### src/hdl/lol_pkg.sv
package lol_pkg;

  localparam int ROW_WIDTH_W = 11;
  localparam int RUN_OUT_W   = 11;
  localparam logic [ROW_WIDTH_W-1:0] ROW_WIDTH_RESET = 11'd1024;

  localparam int IN_TDATA_W  = 8;
  localparam int OUT_TDATA_W = 16;

  localparam logic [1:0] OUT_DEPTH = 2'd2;

  typedef struct packed {
    logic valid;
    logic px;
    logic eof;
    logic first_col;
    logic last_col;
    logic first_row;
  } lol_stage_t;

endpackage

### src/hdl/lol_out_fifo.sv
module lol_out_fifo (
  input  logic                           clk,
  input  logic                           rst,
  input  logic                           push,
  input  logic [lol_pkg::RUN_OUT_W-1:0]  push_data,
  input  logic                           pop,
  output logic                           valid,
  output logic [lol_pkg::RUN_OUT_W-1:0]  data,
  output logic [1:0]                     count
);

  import lol_pkg::*;

  logic [RUN_OUT_W-1:0] slot [2];
  logic                 rd_ptr;
  logic                 wr_ptr;
  logic                 do_pop;

  assign valid  = (count != 2'd0);
  assign data   = slot[rd_ptr];
  assign do_pop = pop && valid;

  always_ff @(posedge clk) begin
    if (rst) begin
      rd_ptr <= 1'b0;
      wr_ptr <= 1'b0;
      count  <= 2'd0;
    end else begin
      if (push && (count != OUT_DEPTH)) begin
        slot[wr_ptr] <= push_data;
        wr_ptr       <= ~wr_ptr;
      end
      if (do_pop) begin
        rd_ptr <= ~rd_ptr;
      end
      unique case ({push && (count != OUT_DEPTH), do_pop})
        2'b10:   count <= count + 2'd1;
        2'b01:   count <= count - 2'd1;
        default: count <= count;
      endcase
    end
  end

endmodule

### config.mk
export PLATFORM = sky130hd
export DESIGN_NAME = lol_out_fifo
export DESIGN_NICKNAME = d
export VERILOG_FILES = /design/src/hdl/lol_pkg.sv /design/src/hdl/lol_out_fifo.sv
export SDC_FILE = /design/constraint.sdc
export NUM_CORES = 1
export LEC_CHECK = 0
export ABC_CLOCK_PERIOD_IN_PS = 2200
export BUFFER_PORTS_ARGS = -buffer_cell sky130_fd_sc_hd__buf_4
export CAP_MARGIN = 20
export CORE_MARGIN = 1.5
export CORE_UTILIZATION = 25
export CTS_CLUSTER_DIAMETER = 100
export DETAILED_ROUTE_END_ITERATION = 7
export GPL_ROUTABILITY_DRIVEN = 0
export PLACE_DENSITY = 0.54
export SLEW_MARGIN = 20
export SYNTH_ARGS = -nofsm -noshare
export SYNTH_HDL_FRONTEND = slang
export SYNTH_SLANG_ARGS = --single-unit
### constraint.sdc
create_clock -name clk -period 2.2 [get_ports clk]
set_input_delay 0.22 -clock clk [delete_from_list [all_inputs] [get_ports clk]]
set_output_delay 0.22 -clock clk [all_outputs]
set_load 0.05 [all_outputs]
==> impl_metrics.env <==
export IMPL_synth_nets=75
export IMPL_start_util=0.269
export IMPL_ys_ff_latch=27
export IMPL_final_net_count=109
export IMPL_postSynthAreaPerCell_um2=17.2
export IMPL_ys_warn_count=0
export IMPL_critPathRequiredTime_ps=1980
export IMPL_io_buffers=28
export IMPL_drive_gt1_frac=0.522
export IMPL_area_delta_synth_final_pct=33.0
export IMPL_postPlaceCellArea_um2=1310
export IMPL_grt_pass1_wl_um=2430
export IMPL_crit_type="reg -> out"
export IMPL_hold_class="in -> reg"
export IMPL_grt_usage=0.0749
export IMPL_grt_pass1_vias=545
export IMPL_maxSlewHeadroom=0.677
export IMPL_dieArea_um2=4460
export IMPL_crit_arrival_ps=1470
export IMPL_drt_total_wl_um=1620
export IMPL_cts_tree="built"
export IMPL_final_cell_mix="buf_4 (30), edfxtp_1 (22), mux2_2 (11)"
export IMPL_dp_hpwl_um=1120
export IMPL_postCtsSetupBuffers=0
export IMPL_drc=0
export IMPL_critPathSlowestCell="dfxtp_1"
export IMPL_period_share=0.769
export IMPL_worstPathCellList="mux2_2, buf_4"
export IMPL_diodes=0
export IMPL_die_h_um=66.8
export IMPL_antenna_left=0
export IMPL_grt_max_degree=15
export IMPL_cts_root_buf="clkbuf_8"
export IMPL_first_pass_iters=4
export IMPL_finalHoldViolCount=0
export IMPL_status="finished, final reports clean"
export IMPL_overflow=0
export IMPL_report_final_slew_viol_count=0
export IMPL_timing_hold_ws_ps=140
export IMPL_layout_cells_most_common="buf_4"
export IMPL_maxCapViolations=0
export IMPL_ys_top_cells_by_area="edfxtp_1 (65%), mux2_2 (12%), dfxtp_1 (9.9%), xnor2_1 (1.7%), ha_1 (1.2%)"
export IMPL_fmax_mhz=591
export IMPL_cp_end_kind="primary output"
export IMPL_final_area_um2=1350
export IMPL_yosysSeqAreaShare=0.749
export IMPL_wire_per_inst_um=11.5
export IMPL_ios=29
export IMPL_syn_area_um2=1020
export IMPL_synth_top_area_share=0.650
export IMPL_cts_clk_slew_worst_paths_ps=80
export IMPL_worst_path_largest_cell_delay_ps=630
export IMPL_die_x_um=66.8
export IMPL_vias=570
export IMPL_finClkSkew_ps=1.11
export IMPL_cts_buffer_depth=2
export IMPL_start_kind="flip-flop"
export IMPL_synth_area_leader_cell="edfxtp_1"
export IMPL_tightest_slew_ps=483
export IMPL_setup_tns_ps=0
export IMPL_cts_hold_buffers=0
export IMPL_numClockSinks=27
export IMPL_powerDensity_nw_per_um2=1220
export IMPL_htreeDepth=1
export IMPL_via_per_inst=4.07
export IMPL_cts_buffers=3
export IMPL_detail_route_iter0_violations=17
export IMPL_leakage_uw=0.000506
export IMPL_min_period_ps=1690
export IMPL_antenna_found_initial=0
export IMPL_ys_types=18
export IMPL_path_max_fanout=11
export IMPL_rows=22
export IMPL_core_area_um2=3770
export IMPL_final_util=0.358
export IMPL_peakVddDrop_mv=0.666
export IMPL_rsz0062_at_grt="no"
export IMPL_synth_cells=59
export IMPL_setup_violations=0
export IMPL_post_cts_resized=0
export IMPL_clock_latency_ps=260
-- final timing paths --
| path | start | end | slack (ps) | depth (start not counted) |
|---|---|---|---|---|
| worst max-delay path | flip-flop | data[4] | 510 | 2 |
| worst min-delay path | push_data[0] | slot[0][0]$_DFFE_PP_ | 140 | 1 |
| worst max register to register | count[1]$_SDFFE_PP0P_ | count[1]$_SDFFE_PP0P_ | 510 | 5 |
| worst min register to register | rd_ptr$_SDFFE_PP0P_ | flip-flop | 520 | 2 |
-- per-layer routing --
metal	part of all wire	wire length (um)	track usage
met2	0.46	741	0.123
met3	0.094	152	0.0220
met1	0.45	722	0.0921
met5	0	0	0
met4	0	0	0.0306
-- power breakdown --
part	switching (uW)	internal, uW
combinational	436	262
clock	135	129
sequential	65.1	623
total	636	1010
-- cell type report --
type	instances	area, um^2
tap	48	60.1
inverter	1	3.75
sequential	27	761
multi-input combinational	30	256
fill	368	2420
timing repair buffer	30	225
clock buffer	4	45.0
-- stage by stage --
stage | worst slack, ps | std cells | total power, uW
finish | 507 | 140 | 1650
global route | 363 | 140 | 1740
CTS | 434 | 140 | 1670
detailed placement | 509 | 136 | 1410
global placement | 644 | 136 | 1400
floorplan | 255 | 59 | 1210
-- Yosys cell counts, drive strengths merged --
| cell type | instances |
|---|---|
| a21oi | 2 |
| buf | 1 |
| dfxtp | 5 |
| edfxtp | 22 |
| ha | 1 |
| inv | 1 |
| mux2 | 11 |
| nand2b | 1 |
| nor2 | 3 |
| nor2b | 1 |
| nor3 | 1 |
| nor3b | 1 |
| o21a | 1 |
| o21ai | 2 |
| or2 | 1 |
| or3 | 2 |
| xnor2 | 2 |
| xor2 | 1 |
-- worst max-delay path: cells and delay by family (launching register included) --
| family | cells | cell delay (ps) |
|---|---|---|
| DFF | 1 | 630 |
| muxes | 1 | 390 |
| buffers and inverters | 1 | 190 |
-- state kept, by name, summed over array words and instances (netlist names), named ones only --
| name | flops |
|---|---|
| count | 2 |
| rd_ptr | 1 |
| slot | 22 |
| wr_ptr | 1 |
-- cell families (layout without fill, tap and decap cells) --
group / count (synthesis) / in the layout / synth area share
buffers and inverters: 2 / 35 / 0.00861
multiplexers: 11 / 11 / 0.122
XOR/XNOR: 3 / 3 / 0.0259
flip-flops: 27 / 27 / 0.749
AO/OA/AOI/OAI: 5 / 5 / 0.0283
AND/OR/NAND/NOR: 10 / 10 / 0.0542
adder cells (fa/ha/maj): 1 / 1 / 0.0123
Note: power is estimated with default switching activity, not from simulation.
